**src/sv/tdf_pkg.sv**
```systemverilog
// shared types, constants and helper functions of the telegram deframer
package tdf_pkg;

  // payload length limit and derived widths
  localparam int MAX_PAYLOAD = 1024;
  localparam int LEN_W       = 16;
  localparam int CNT_W       = $clog2(MAX_PAYLOAD + 1);
  localparam int PC_W        = 11;

  // result queue sizing
  localparam int QUEUE_DEPTH = 4;
  localparam int QPTR_W      = $clog2(QUEUE_DEPTH);
  localparam int LVL_W       = $clog2(QUEUE_DEPTH + 1);

  // configuration port
  localparam int CFG_IDX_W  = 3;
  localparam int CFG_DATA_W = 16;

  localparam logic [CFG_IDX_W-1:0] CFG_START_BYTE    = 3'd0;
  localparam logic [CFG_IDX_W-1:0] CFG_ACK_BYTE      = 3'd1;
  localparam logic [CFG_IDX_W-1:0] CFG_NAK_BYTE      = 3'd2;
  localparam logic [CFG_IDX_W-1:0] CFG_REPLY_ADDRESS = 3'd3;
  localparam logic [CFG_IDX_W-1:0] CFG_CRC_POLY      = 3'd4;

  // register reset values
  localparam logic [7:0]  START_BYTE_RST    = 8'h02;
  localparam logic [7:0]  ACK_BYTE_RST      = 8'h06;
  localparam logic [7:0]  NAK_BYTE_RST      = 8'h15;
  localparam logic [7:0]  REPLY_ADDRESS_RST = 8'h80;
  localparam logic [15:0] CRC_POLY_RST      = 16'h8005;

  // result kinds
  localparam logic [2:0] KIND_DATA      = 3'd0;
  localparam logic [2:0] KIND_OK        = 3'd1;
  localparam logic [2:0] KIND_CRC_FAIL  = 3'd2;
  localparam logic [2:0] KIND_NAK       = 3'd3;
  localparam logic [2:0] KIND_PARTIAL   = 3'd4;
  localparam logic [2:0] KIND_TOO_LONG  = 3'd5;

  typedef struct packed {
    logic [7:0] rx_byte;
    logic       chunk_end;
  } in_word_t;

  typedef struct packed {
    logic [2:0]      kind;
    logic [7:0]      data_byte;
    logic [7:0]      message_id;
    logic [PC_W-1:0] payload_count;
    logic            last_of_run;
  } out_word_t;

  typedef struct packed {
    logic [7:0]  start_byte;
    logic [7:0]  ack_byte;
    logic [7:0]  nak_byte;
    logic [7:0]  reply_address;
    logic [15:0] crc_poly;
  } cfg_t;

  // up to two result words produced by one input word
  typedef struct packed {
    logic [1:0] count;
    out_word_t  r0;
    out_word_t  r1;
  } core_res_t;

  typedef struct packed {
    logic [LVL_W-1:0] level;
  } queue_stat_t;

  // telegram phase, one-hot
  typedef enum logic [6:0] {
    PH_HUNT    = 7'b0000001,
    PH_ADDR    = 7'b0000010,
    PH_LEN_LO  = 7'b0000100,
    PH_LEN_HI  = 7'b0001000,
    PH_PAYLOAD = 7'b0010000,
    PH_CRC_LO  = 7'b0100000,
    PH_CRC_HI  = 7'b1000000
  } phase_t;

  // one crc step mixing current and previous byte
  function automatic logic [15:0] crc_step(input logic [15:0] crc,
                                           input logic [15:0] poly,
                                           input logic [7:0]  b,
                                           input logic [7:0]  prev);
    logic [15:0] c;
    c = crc[15] ? ({crc[14:0], 1'b0} ^ poly) : {crc[14:0], 1'b0};
    return c ^ {prev, b};
  endfunction

  // build a result word; last_of_run is set later
  function automatic out_word_t make_result(input logic [2:0]       kind,
                                            input logic [7:0]       data,
                                            input logic [7:0]       id,
                                            input logic [CNT_W-1:0] cnt);
    out_word_t r;
    logic [CNT_W+PC_W-1:0] wide;
    wide            = {{PC_W{1'b0}}, cnt};
    r.kind          = kind;
    r.data_byte     = data;
    r.message_id    = id;
    r.payload_count = wide[PC_W-1:0];
    r.last_of_run   = 1'b0;
    return r;
  endfunction

endpackage

```
**src/sv/tdf_cfg.sv**
```systemverilog
// configuration registers of the telegram deframer
module tdf_cfg
  import tdf_pkg::*;
(
  input  logic                  clk,
  input  logic                  rst,
  input  logic                  cfg_wr_en,
  input  logic [CFG_IDX_W-1:0]  cfg_index,
  input  logic [CFG_DATA_W-1:0] cfg_wr_data,
  output cfg_t                  cfg
);

  // register file with reset values, writes beyond the list are dropped
  always_ff @(posedge clk) begin
    if (rst) begin
      cfg.start_byte    <= START_BYTE_RST;
      cfg.ack_byte      <= ACK_BYTE_RST;
      cfg.nak_byte      <= NAK_BYTE_RST;
      cfg.reply_address <= REPLY_ADDRESS_RST;
      cfg.crc_poly      <= CRC_POLY_RST;
    end else if (cfg_wr_en) begin
      case (cfg_index)
        CFG_START_BYTE:    cfg.start_byte    <= cfg_wr_data[7:0];
        CFG_ACK_BYTE:      cfg.ack_byte      <= cfg_wr_data[7:0];
        CFG_NAK_BYTE:      cfg.nak_byte      <= cfg_wr_data[7:0];
        CFG_REPLY_ADDRESS: cfg.reply_address <= cfg_wr_data[7:0];
        CFG_CRC_POLY:      cfg.crc_poly      <= cfg_wr_data[15:0];
        default: ;
      endcase
    end
  end

endmodule

```
**src/sv/tdf_core.sv**
```systemverilog
// telegram phase machine and crc, one received word per step
module tdf_core
  import tdf_pkg::*;
(
  input  logic      clk,
  input  logic      rst,
  input  logic      step,
  input  in_word_t  in_word,
  input  cfg_t      cfg,
  output core_res_t res
);

  phase_t           phase, phase_next;
  logic [15:0]      crc, crc_next;
  logic [7:0]       prev_byte, prev_byte_next;
  logic [7:0]       len_lo, len_lo_next;
  logic [LEN_W-1:0] len, len_next;
  logic [CNT_W-1:0] bytes_seen, bytes_seen_next;
  logic [7:0]       id_byte, id_byte_next;
  logic [7:0]       crc_lo, crc_lo_next;

  logic [7:0]       b;
  logic             hunt;
  logic [LEN_W-1:0] len_full;
  logic [CNT_W-1:0] cnt_inc;
  logic [1:0]       n;
  out_word_t        r0, r1, extra;

  assign b        = in_word.rx_byte;
  assign len_full = {b, len_lo};
  assign cnt_inc  = bytes_seen + CNT_W'(1);

  // next state and results of this word
  always_comb begin
    phase_next      = phase;
    crc_next        = crc;
    prev_byte_next  = prev_byte;
    len_lo_next     = len_lo;
    len_next        = len;
    bytes_seen_next = bytes_seen;
    id_byte_next    = id_byte;
    crc_lo_next     = crc_lo;
    hunt            = 1'b0;
    n               = 2'd0;
    r0              = '0;
    r1              = '0;
    extra           = '0;

    case (phase)
      PH_ADDR: begin
        if (b == cfg.reply_address) begin
          crc_next       = crc_step(crc, cfg.crc_poly, b, prev_byte);
          prev_byte_next = b;
          phase_next     = PH_LEN_LO;
        end else begin
          hunt = 1'b1;
        end
      end
      PH_LEN_LO: begin
        crc_next       = crc_step(crc, cfg.crc_poly, b, prev_byte);
        prev_byte_next = b;
        len_lo_next    = b;
        phase_next     = PH_LEN_HI;
      end
      PH_LEN_HI: begin
        crc_next       = crc_step(crc, cfg.crc_poly, b, prev_byte);
        prev_byte_next = b;
        len_next       = len_full;
        if (len_full == '0) begin
          phase_next = PH_HUNT;
        end else if (len_full > LEN_W'(MAX_PAYLOAD)) begin
          r0         = make_result(KIND_TOO_LONG, 8'h00, 8'h00, '0);
          n          = 2'd1;
          phase_next = PH_HUNT;
        end else begin
          bytes_seen_next = '0;
          phase_next      = PH_PAYLOAD;
        end
      end
      PH_PAYLOAD: begin
        crc_next        = crc_step(crc, cfg.crc_poly, b, prev_byte);
        prev_byte_next  = b;
        bytes_seen_next = cnt_inc;
        if (cnt_inc == CNT_W'(1)) begin
          id_byte_next = b;
        end else begin
          r0 = make_result(KIND_DATA, b, id_byte, cnt_inc);
          n  = 2'd1;
        end
        if (LEN_W'(cnt_inc) >= len) begin
          phase_next = PH_CRC_LO;
        end
      end
      PH_CRC_LO: begin
        crc_lo_next = b;
        phase_next  = PH_CRC_HI;
      end
      PH_CRC_HI: begin
        if (crc_lo == crc[7:0] && b == crc[15:8]) begin
          r0 = make_result(KIND_OK, 8'h00, id_byte, bytes_seen);
        end else begin
          r0 = make_result(KIND_CRC_FAIL, 8'h00, id_byte, bytes_seen);
        end
        n          = 2'd1;
        phase_next = PH_HUNT;
      end
      PH_HUNT: hunt = 1'b1;
      default: hunt = 1'b1;
    endcase

    // byte seen while hunting: nak before ack before start
    if (hunt) begin
      phase_next = PH_HUNT;
      if (b == cfg.nak_byte) begin
        r0 = make_result(KIND_NAK, 8'h00, 8'h00, '0);
        n  = 2'd1;
      end else if (b == cfg.ack_byte) begin
        phase_next = PH_HUNT;
      end else if (b == cfg.start_byte) begin
        crc_next        = crc_step(16'h0000, cfg.crc_poly, b, 8'h00);
        prev_byte_next  = b;
        len_lo_next     = 8'h00;
        len_next        = '0;
        bytes_seen_next = '0;
        id_byte_next    = 8'h00;
        crc_lo_next     = 8'h00;
        phase_next      = PH_ADDR;
      end
    end

    // chunk end in mid-telegram adds a partial report
    if (in_word.chunk_end && phase_next != PH_HUNT) begin
      extra      = make_result(KIND_PARTIAL, 8'h00, id_byte_next, bytes_seen_next);
      phase_next = PH_HUNT;
      if (n == 2'd0) begin
        r0 = extra;
      end else begin
        r1 = extra;
      end
      n = n + 2'd1;
    end

    // mark the final word of the run
    r0.last_of_run = (n == 2'd1);
    r1.last_of_run = (n == 2'd2);
  end

  assign res.count = step ? n : 2'd0;
  assign res.r0    = r0;
  assign res.r1    = r1;

  // state update on accepted word
  always_ff @(posedge clk) begin
    if (rst) begin
      phase      <= PH_HUNT;
      crc        <= '0;
      prev_byte  <= '0;
      len_lo     <= '0;
      len        <= '0;
      bytes_seen <= '0;
      id_byte    <= '0;
      crc_lo     <= '0;
    end else if (step) begin
      phase      <= phase_next;
      crc        <= crc_next;
      prev_byte  <= prev_byte_next;
      len_lo     <= len_lo_next;
      len        <= len_next;
      bytes_seen <= bytes_seen_next;
      id_byte    <= id_byte_next;
      crc_lo     <= crc_lo_next;
    end
  end

endmodule

```
**src/sv/tdf_queue.sv**
```systemverilog
// result word queue, takes up to two words a cycle and gives one while it is not empty and out_ready is high
module tdf_queue
  import tdf_pkg::*;
(
  input  logic        clk,
  input  logic        rst,
  input  core_res_t   push,
  output logic        out_valid,
  input  logic        out_ready,
  output out_word_t   out_word,
  output logic        space,
  output queue_stat_t stat
);

  out_word_t         entries [QUEUE_DEPTH];
  logic [QPTR_W-1:0] wr_ptr, rd_ptr;
  logic [LVL_W-1:0]  level;
  logic              pop;

  assign pop       = out_valid && out_ready;
  assign out_valid = (level != '0);
  assign out_word  = entries[rd_ptr];
  assign space     = (level <= LVL_W'(QUEUE_DEPTH - 2));
  assign stat.level = level;

  // storage, second word goes one slot after the first
  always_ff @(posedge clk) begin
    if (push.count != 2'd0) begin
      entries[wr_ptr] <= push.r0;
    end
    if (push.count == 2'd2) begin
      entries[wr_ptr + QPTR_W'(1)] <= push.r1;
    end
  end

  // pointers and fill level
  always_ff @(posedge clk) begin
    if (rst) begin
      wr_ptr <= '0;
      rd_ptr <= '0;
      level  <= '0;
    end else begin
      wr_ptr <= wr_ptr + QPTR_W'(push.count);
      rd_ptr <= rd_ptr + QPTR_W'(pop);
      level  <= level + LVL_W'(push.count) - LVL_W'(pop);
    end
  end

endmodule

```
**src/sv/telegram_deframer_crc16.sv**
```systemverilog
// Telegram deframer with 16-bit crc check. One received byte is taken per
// word and handled in the cycle it is accepted: the phase machine and the
// crc update are a single step, so a byte can be accepted every clock. Each
// byte gives zero, one or two result words, which go into a four-word result
// queue; in_ready is high while the queue holds at most two words, so input
// runs at one byte per cycle as long as results are taken one per cycle and
// no more than one result arrives per byte on average. Result words appear
// on the output in the cycle after the byte that caused them at the earliest.
// The user must write configuration registers through the plain write port
// while idle; the block does not enforce it. No clearing pass after reset.
module telegram_deframer_crc16
  import tdf_pkg::*;
(
  input  logic                  clk,
  input  logic                  rst,
  input  logic                  in_valid,
  output logic                  in_ready,
  input  in_word_t              in_word,
  output logic                  out_valid,
  input  logic                  out_ready,
  output out_word_t             out_word,
  input  logic                  cfg_wr_en,
  input  logic [CFG_IDX_W-1:0]  cfg_index,
  input  logic [CFG_DATA_W-1:0] cfg_wr_data
);

  cfg_t        cfg;
  core_res_t   res;
  queue_stat_t stat;
  logic        step;

  assign step = in_valid && in_ready;

  // configuration registers
  tdf_cfg u_cfg (
    .clk         (clk),
    .rst         (rst),
    .cfg_wr_en   (cfg_wr_en),
    .cfg_index   (cfg_index),
    .cfg_wr_data (cfg_wr_data),
    .cfg         (cfg)
  );

  // phase machine and crc
  tdf_core u_core (
    .clk     (clk),
    .rst     (rst),
    .step    (step),
    .in_word (in_word),
    .cfg     (cfg),
    .res     (res)
  );

  // result queue
  tdf_queue u_queue (
    .clk       (clk),
    .rst       (rst),
    .push      (res),
    .out_valid (out_valid),
    .out_ready (out_ready),
    .out_word  (out_word),
    .space     (in_ready),
    .stat      (stat)
  );

  // queue never overfills
  a_level_bound: assert property (@(posedge clk) disable iff (rst)
    stat.level <= LVL_W'(QUEUE_DEPTH))
    else $error("result queue overfilled");

  // every report other than a data word closes its run and has a cleared data byte
  a_report_last: assert property (@(posedge clk) disable iff (rst)
    (out_valid && out_word.kind != KIND_DATA) |->
      (out_word.last_of_run && out_word.data_byte == 8'h00))
    else $error("report word not last of run or carries data");

  // nak and too-long reports carry no telegram context
  a_no_context: assert property (@(posedge clk) disable iff (rst)
    (out_valid && (out_word.kind == KIND_NAK || out_word.kind == KIND_TOO_LONG)) |->
      (out_word.message_id == 8'h00 && out_word.payload_count == '0))
    else $error("nak or too-long report carries telegram context");

endmodule
```
**config.mk**
```make
export PLATFORM = sky130hd
export DESIGN_NAME = telegram_deframer_crc16
export DESIGN_NICKNAME = d
export VERILOG_FILES = /design/src/sv/tdf_pkg.sv /design/src/sv/tdf_cfg.sv /design/src/sv/tdf_core.sv /design/src/sv/tdf_queue.sv /design/src/sv/telegram_deframer_crc16.sv
export SDC_FILE = /design/constraint.sdc
export NUM_CORES = 1
export LEC_CHECK = 0
export BUFFER_PORTS_ARGS = -buffer_cell sky130_fd_sc_hd__buf_2
export CAP_MARGIN = 30
export CORE_MARGIN = 1.5
export CORE_UTILIZATION = 45
export DETAILED_ROUTE_END_ITERATION = 12
export PLACE_DENSITY_LB_ADDON = 0.08
export SLEW_MARGIN = 0
export SYNTH_ARGS = -nofsm -noshare
export SYNTH_HDL_FRONTEND = slang
export SYNTH_SLANG_ARGS = --single-unit
```
**constraint.sdc**
```tcl
create_clock -name clk -period 9.62 [get_ports clk]
set_input_delay 2.886 -clock clk [delete_from_list [all_inputs] [get_ports clk]]
set_output_delay 2.886 -clock clk [all_outputs]
set_load 0.05 [all_outputs]
```
==> results.py, run 1 <==
metrics = {
    "synthesis": {
        "synth_edf_count": 84,
        "synth_cell_types": 65,
        "netlist_instances": 1288,
        "synth_compound_area_share_pct": 17.0,
        "ys_seq_area_share_pct": 47.4,
        "synth.area.top_cells": "dfxtp_1, edfxtp_1, mux4_2, nand2_1, a22o_1",
        "syn_nets": 1341,
        "ys_ff_latch": 261,
        "ys_async_sr_fraction_pct": 0,
        "synth_top_family_by_area": "compound AO/OA/AOI/OAI gates",
        "synth_ff_type": "dfxtp_1",
        "yosys-mux-area-fraction_pct": 8.86,
        "synth_xor_area_share_pct": 6.50,
        "yosysWarnings": 0,
        "netlist_area_mm2": 0.0128,
        "synth-adder-area-share_pct": 2.01,
        "yosysTopAreaCellShare_pct": 27.7,
        "synthSimpleGateAreaFrac_pct": 14.4,
        "synth_area_per_cell_um2": 9.94,
        "yosysTopAreaCell": "dfxtp_1",
    },
    "layout": {
        "seqCellArea_mm2": 0.00607,
        "layout.nets": 1358,
        "fin_cells": 1707,
        "layout_commonest_cell": "nand2_1",
        "area_delta_synth_final_pct": 12.3,
        "final_cell_mix": "nand2_1, dfxtp_1, nor2_1",
        "drive_gt1_share_pct": 13.3,
        "num-fill-cells": 2584,
        "multi_input_area_mm2": 0.00624,
    },
    "pwr": {
        "irDropWorstVdd_mv": 0.115,
        "power_density_mw_per_mm2": 182,
        "power.leakage_nw": 5.30,
        "total_power_mw": 2.61,
    },
    "grt": {
        "grt_pass1_wl_mm": 54.4,
        "grt_usage_pct": 24.0,
        "antenna_found_initial": 1,
        "grt_pass1_vias": 9294,
        "grt_max_degree": 77,
        "grt_overflow_total": 0,
    },
    "timing": {
        "fin_crit_ns": 7.59,
        "fin_crit_sh_pct": 78.9,
        "rsz0062_at_grt": "no",
        "setup_slack_ns": 2.03,
        "max_freq_ghz": 0.132,
        "relSlewSlack_pct": 32.3,
        "setup_viol": 0,
        "finalMaxSlewViolations": 0,
        "finalSetupTns_ns": 0,
        "tightest_slew_ns": 1.01,
        "skew_ns": 0.0220,
        "final-hold-violation-count": 0,
        "timing.hold.ws_ns": 0.454,
    },
    "worst_setup_path": {
        "cp-startpoint": "in_word[4]",
        "crit_arrival_ns": 8.02,
        "r2r_slack_ns": 3.44,
        "cp-end-kind": "flop",
        "start_kind": "primary input",
        "setup.worst_path.class": "in -> reg",
        "slowest_delay_ns": 0.75,
        "crit_chain": "buf_2 > xnor2_1 > nand4_1 > nor2_1 > o21ai_0 > o21a_1 > o21ai_0 > inv_1 > ha_1 > nor2_1 > or2_2 > nor2_1 > mux2i_1 > o22ai_2 > a22o_1",
        "reg2reg_from": "u_core.bytes_seen[0]",
        "cpMaxStageDelayCell": "o21ai_0",
        "r2r-end": "u_queue.entries[0][17]",
        "cp_max_fo": 21,
        "r2r_cells": 15,
        "cpMostUsedCell": "nor2_1",
        "crit_required_ns": 10.05,
    },
    "floorplanning": {
        "core_mm2": 0.0279,
        "die-height_um": 172,
        "rows": 61,
        "chipWidth_um": 172,
        "start_util_pct": 46.0,
        "dieArea_mm2": 0.0295,
        "num_io_pins": 66,
    },
    "flow_run": {
        "cap_violations": 0,
    },
    "min_path": {
        "hold_end": "u_core.len[14]",
        "min_from": "u_core.len[14]",
        "min_path_type": "reg -> reg",
        "whs_path_depth": 2,
    },
    "clock_tree": {
        "htreeDepth": 1,
        "postCtsHoldBufs": 0,
        "clock-root-buffer": "clkbuf_16",
        "ctsResizeCount": 0,
        "numCtsBuffers": 29,
        "clk_pin_slew_worst_paths_ns": 0.06,
        "cts_tree": "built",
        "clkSinkCount": 261,
        "post_cts_buffers": 0,
        "max-clock-path-buffers": 3,
        "clock_latency_ns": 0.56,
    },
    "route": {
        "vias": 9839,
        "m1WireLength_mm": 16.5,
        "avgViaCountPerCell": 5.76,
        "drtPass1Iterations": 6,
        "routed.top_layer": "met4",
        "avgRoutedWirePerCell_um": 20.6,
        "drtIter0Drc": 819,
        "drc_errors": 0,
        "wl_met2_mm": 16.1,
        "wl_met3_mm": 1.97,
        "drt-total-wl_mm": 35.2,
        "ant_nets": 0,
    },
    "placed_design": {
        "globalplace.congestion": 0.860,
        "dp_hpwl_mm": 23.8,
        "portBuffers": 65,
        "post-place-ws_ns": 1.65,
        "dp.cells": 1651,
    },
    "outcome": {
        "status": "finished clean",
    },
}
==> logic make-up (layout without fill, tap and decap cells) <==
| kind of cell | after synthesis | count (layout) |
|---|---|---|
| compound gates | 300 | 300 |
| xor+xnor | 95 | 95 |
| fa+ha+maj | 20 | 20 |
| buf+inv | 122 | 162 |
| flops | 261 | 261 |
| mux | 74 | 74 |
| other cells | 0 | 1 |
| simple gates | 416 | 416 |
==> metrics by stage <==
step / util (%) / instance area, um^2
after global placement: 47.7 / 13300
after CTS: 51.5 / 14300
after detailed placement: 47.9 / 13400
final: 51.6 / 14400
after floorplan: - / 12800
after global routing: 51.6 / 14400
==> worst max path at each step <==
stage | cells after the start | end | slack [ns]
after global routing | 15 | u_queue.entries[0][16] | 1.69
after floorplan | 16 | u_queue.entries[0][0] | 3.04
after global placement | 15 | u_queue.entries[2][13] | 1.79
after detailed placement | 15 | u_queue.entries[0][14] | 1.65
final | 15 | u_queue.entries[0][17] | 2.03
after CTS | 15 | u_queue.entries[0][17] | 2.22
==> flip-flops by register name, summed over array words and instances (netlist names) <==
signal	count
u_core.id_byte	8
u_core.len	16
u_queue.stat	3
u_core.crc	16
u_core.phase	7
u_core.prev_byte	8
u_queue.rd_ptr	2
u_core.bytes_seen	11
u_core.len_lo	8
u_cfg.cfg	48
u_core.crc_lo	8
u_queue.entries	124
u_queue.wr_ptr	2
==> power by group <==
group          total, mW  switching [mW]  leakage [nW]  internal, mW
Clock               1.15           0.468         0.478         0.686
Sequential          1.17          0.0309          2.30          1.14
Combinational      0.285           0.183          2.53         0.102
==> synth_stat cells, types with 14 or more instances <==
master and instances:
nand2_1 185, dfxtp_1 177, nor2_1 114, a21oi_1 87
edfxtp_1 84, a22o_1 78, clkbuf_1 69, xnor2_1 66
mux2i_1 40, mux4_2 31, inv_1 29, xor2_1 29
o22ai_1 27, nand3_1 26, a22oi_1 25, o21ai_0 20
ha_1 19, a32o_1 14, nand4_1 14
==> area by class of cell <==
cell class                      instances  share of cell area [%]
Sequential cell                       261                    42.2
Clock inverter                         17                    1.42
Timing Repair Buffer                   78                    3.39
Clock buffer                           37                    5.47
Inverter                               30                   0.783
Antenna cell                            1                  0.0174
Multi-Input combinational cell        905                    43.4
Tap cell                              378                    3.29
==> critical path, delay by kind of cell <==
kind / cells / cell delay (ns)
mux: 1 / 0.47
fa+ha+maj: 1 / 0.51
xor+xnor: 1 / 0.19
buf+inv: 2 / 0.71
simple gates: 5 / 1.32
compound gates: 5 / 1.94
==> layer usage <==
layer | track usage (%) | up-vias
li1 | - | 4690
met1 | 34.8 | 4782
met2 | 37.7 | 317
met3 | 3.13 | 50
met4 | 6.03 | 0
met5 | 0 | -
Note: power is estimated with default switching activity, not from simulation.
==> run 2: changes to the inputs <==
==> constraint.sdc (replaced) <==
create_clock -name clk -period 6.82 [get_ports clk]
set_input_delay 2.046 -clock clk [delete_from_list [all_inputs] [get_ports clk]]
set_output_delay 2.046 -clock clk [all_outputs]
set_load 0.05 [all_outputs]
==> run 2 against run 1 <==
- routed wire length grew 2.9%
- sequential power increased by 39%
- worst setup slack worse by 0.99 ns
- combinational power rose by 51%
- flip-flop and latch count stayed put
- core utilization increased by 0.35 points
- cell count is 1.2% higher
- clock power is 37% higher
==> results.py, run 2 (synthesized netlist as in run 1, its figures left out) <==
metrics = {
    "grt": {
        "antenna_found_initial": 1,
        "grt_max_degree": 60,
        "grt_usage_pct": 24.9,
        "grt_overflow_total": 0,
        "grt_pass1_vias": 9437,
        "grt_pass1_wl_mm": 56.1,
    },
    "worst_setup_path": {
        "cp-end-kind": "flop",
        "setup.worst_path.class": "in -> reg",
        "crit_required_ns": 7.12,
        "cp_max_fo": 13,
        "start_kind": "primary input",
        "crit_arrival_ns": 6.08,
    },
    "placed_design": {
        "globalplace.congestion": 0.866,
        "place_area_mm2": 0.0135,
        "dp_hpwl_mm": 24.9,
        "portBuffers": 65,
    },
    "layout": {
        "largestRegisters": "u_queue.entries: 124 flops, u_cfg.cfg: 48 flops",
        "num-fill-cells": 2608,
        "area_delta_synth_final_pct": 13.0,
        "layout_commonest_cell": "nand2_1",
        "largest_reg_flops": 124,
        "layout.nets": 1379,
        "finalInstanceArea_mm2": 0.0145,
        "finalCoreUtilization_pct": 52.0,
        "final_cell_mix": "nand2_1, dfxtp_1, nor2_1",
        "regMostFlops": "u_queue.entries",
        "drive_gt1_share_pct": 15.1,
    },
    "floorplanning": {
        "chipWidth_um": 172,
        "rows": 61,
        "core_mm2": 0.0279,
        "start_util_pct": 46.0,
        "dieArea_mm2": 0.0295,
        "die-height_um": 172,
        "num_io_pins": 66,
    },
    "timing": {
        "tightest_slew_ns": 0.993,
        "rsz0062_at_grt": "no",
        "relSlewSlack_pct": 33.6,
        "final-hold-violation-count": 0,
        "fin_crit_ns": 5.78,
        "setup_viol": 0,
        "fin_crit_sh_pct": 84.8,
        "skew_ns": 0.0125,
        "finalSetupTns_ns": 0,
        "finalMaxSlewViolations": 0,
        "max_freq_ghz": 0.173,
    },
    "route": {
        "avgRoutedWirePerCell_um": 21.0,
        "drt-total-wl_mm": 36.2,
        "drtIter0Drc": 657,
        "vias": 9970,
        "avgViaCountPerCell": 5.77,
        "drtPass1Iterations": 5,
        "drc_errors": 0,
        "ant_nets": 0,
    },
    "pwr": {
        "power.leakage_nw": 5.41,
        "power_density_mw_per_mm2": 251,
        "irDropWorstVdd_mv": 0.175,
        "total_power_mw": 3.63,
    },
    "clock_tree": {
        "ctsResizeCount": 0,
        "htreeDepth": 1,
        "clock-root-buffer": "clkbuf_16",
        "postCtsHoldBufs": 0,
        "numCtsBuffers": 29,
        "max-clock-path-buffers": 3,
        "post_cts_buffers": 0,
        "cts_tree": "built",
        "clock_latency_ns": 0.55,
        "clk_pin_slew_worst_paths_ns": 0.06,
        "clkSinkCount": 261,
    },
    "flow_run": {
        "cap_violations": 0,
    },
    "outcome": {
        "status": "finished clean",
    },
    "min_path": {
        "min_path_type": "reg -> reg",
    },
}
## run 2: changes by cell type in the layout (fill, tap and decap cells not counted), moves of 2 or more
cell / delta
clkbuf_1: -3
clkinv_1: -4
buf_16: -2
bufinv_16: -2
buf_4: +22
clkinv_2: +6
clkbuf_8: +2
## run 2: per-layer routing
metal	vias to the layer above	wire, um	part of all wire (%)	GRT usage [%]
met2	301	16700	46	40.3
met5	-	0	0	0
met1	4872	16800	46	35.3
met4	0	752	2.1	5.91
li1	4738	-	-	-
met3	59	1880	5.2	3.22
## run 2: layout make-up
cell class / count / area [um^2] / area share [%]
flip-flops and latches: 261 / 6070 / 41.9
clock inverters: 15 / 133 / 0.916
well taps: 378 / 473 / 3.27
diodes: 1 / 2.50 / 0.0173
multi-input cells: 905 / 6240 / 43.1
repair buffers: 99 / 611 / 4.22
inverters: 30 / 113 / 0.778
clock buffers: 38 / 832 / 5.75
## run 2: where the power goes
group          internal [mW]  total, mW  switching (mW)  leakage [nW]
registers               1.61       1.63          0.0197          2.30
clock network          0.932       1.57           0.641         0.489
logic                  0.146      0.429           0.283          2.62
total                   2.69       3.63           0.944          5.41
## run 2: worst max-delay path: stages
cell	delay, ns
buf_2	0.24
buf_4	0.25
or4_1	0.50
nor2_1	0.18
a21oi_1	0.09
nor4_1	0.36
o21ai_0	0.20
inv_1	0.13
ha_1	0.34
nor2_1	0.19
or2_2	0.16
nor2_1	0.06
mux2i_1	0.72
o22ai_2	0.33
a22o_1	0.27
## run 2: final timing paths
| path | from | to | slack (ns) | depth (start not counted) |
|---|---|---|---|---|
| min | u_core.len[9] | u_core.len[9] | 0.45 | 2 |
| min reg2reg | u_core.len[9] | u_core.len[9] | 0.45 | 2 |
| max | in_word[5] | u_queue.entries[2][17] | 1.04 | 15 |
| max reg2reg | u_core.bytes_seen[0] | u_queue.entries[2][17] | 1.16 | 15 |
## run 2: metrics by stage
| step | instances | hold WS [ns] | setup slack [ns] |
|---|---|---|---|
| final | 1727 | 0.452 | 1.04 |
| after global routing | 1726 | 0.472 | 0.699 |
| after global placement | 1670 | 0.445 | 0.695 |
| after detailed placement | 1673 | 0.448 | 0.539 |
| after CTS | 1726 | 0.456 | 1.10 |
| after floorplan | 1288 | 0.436 | 1.08 |
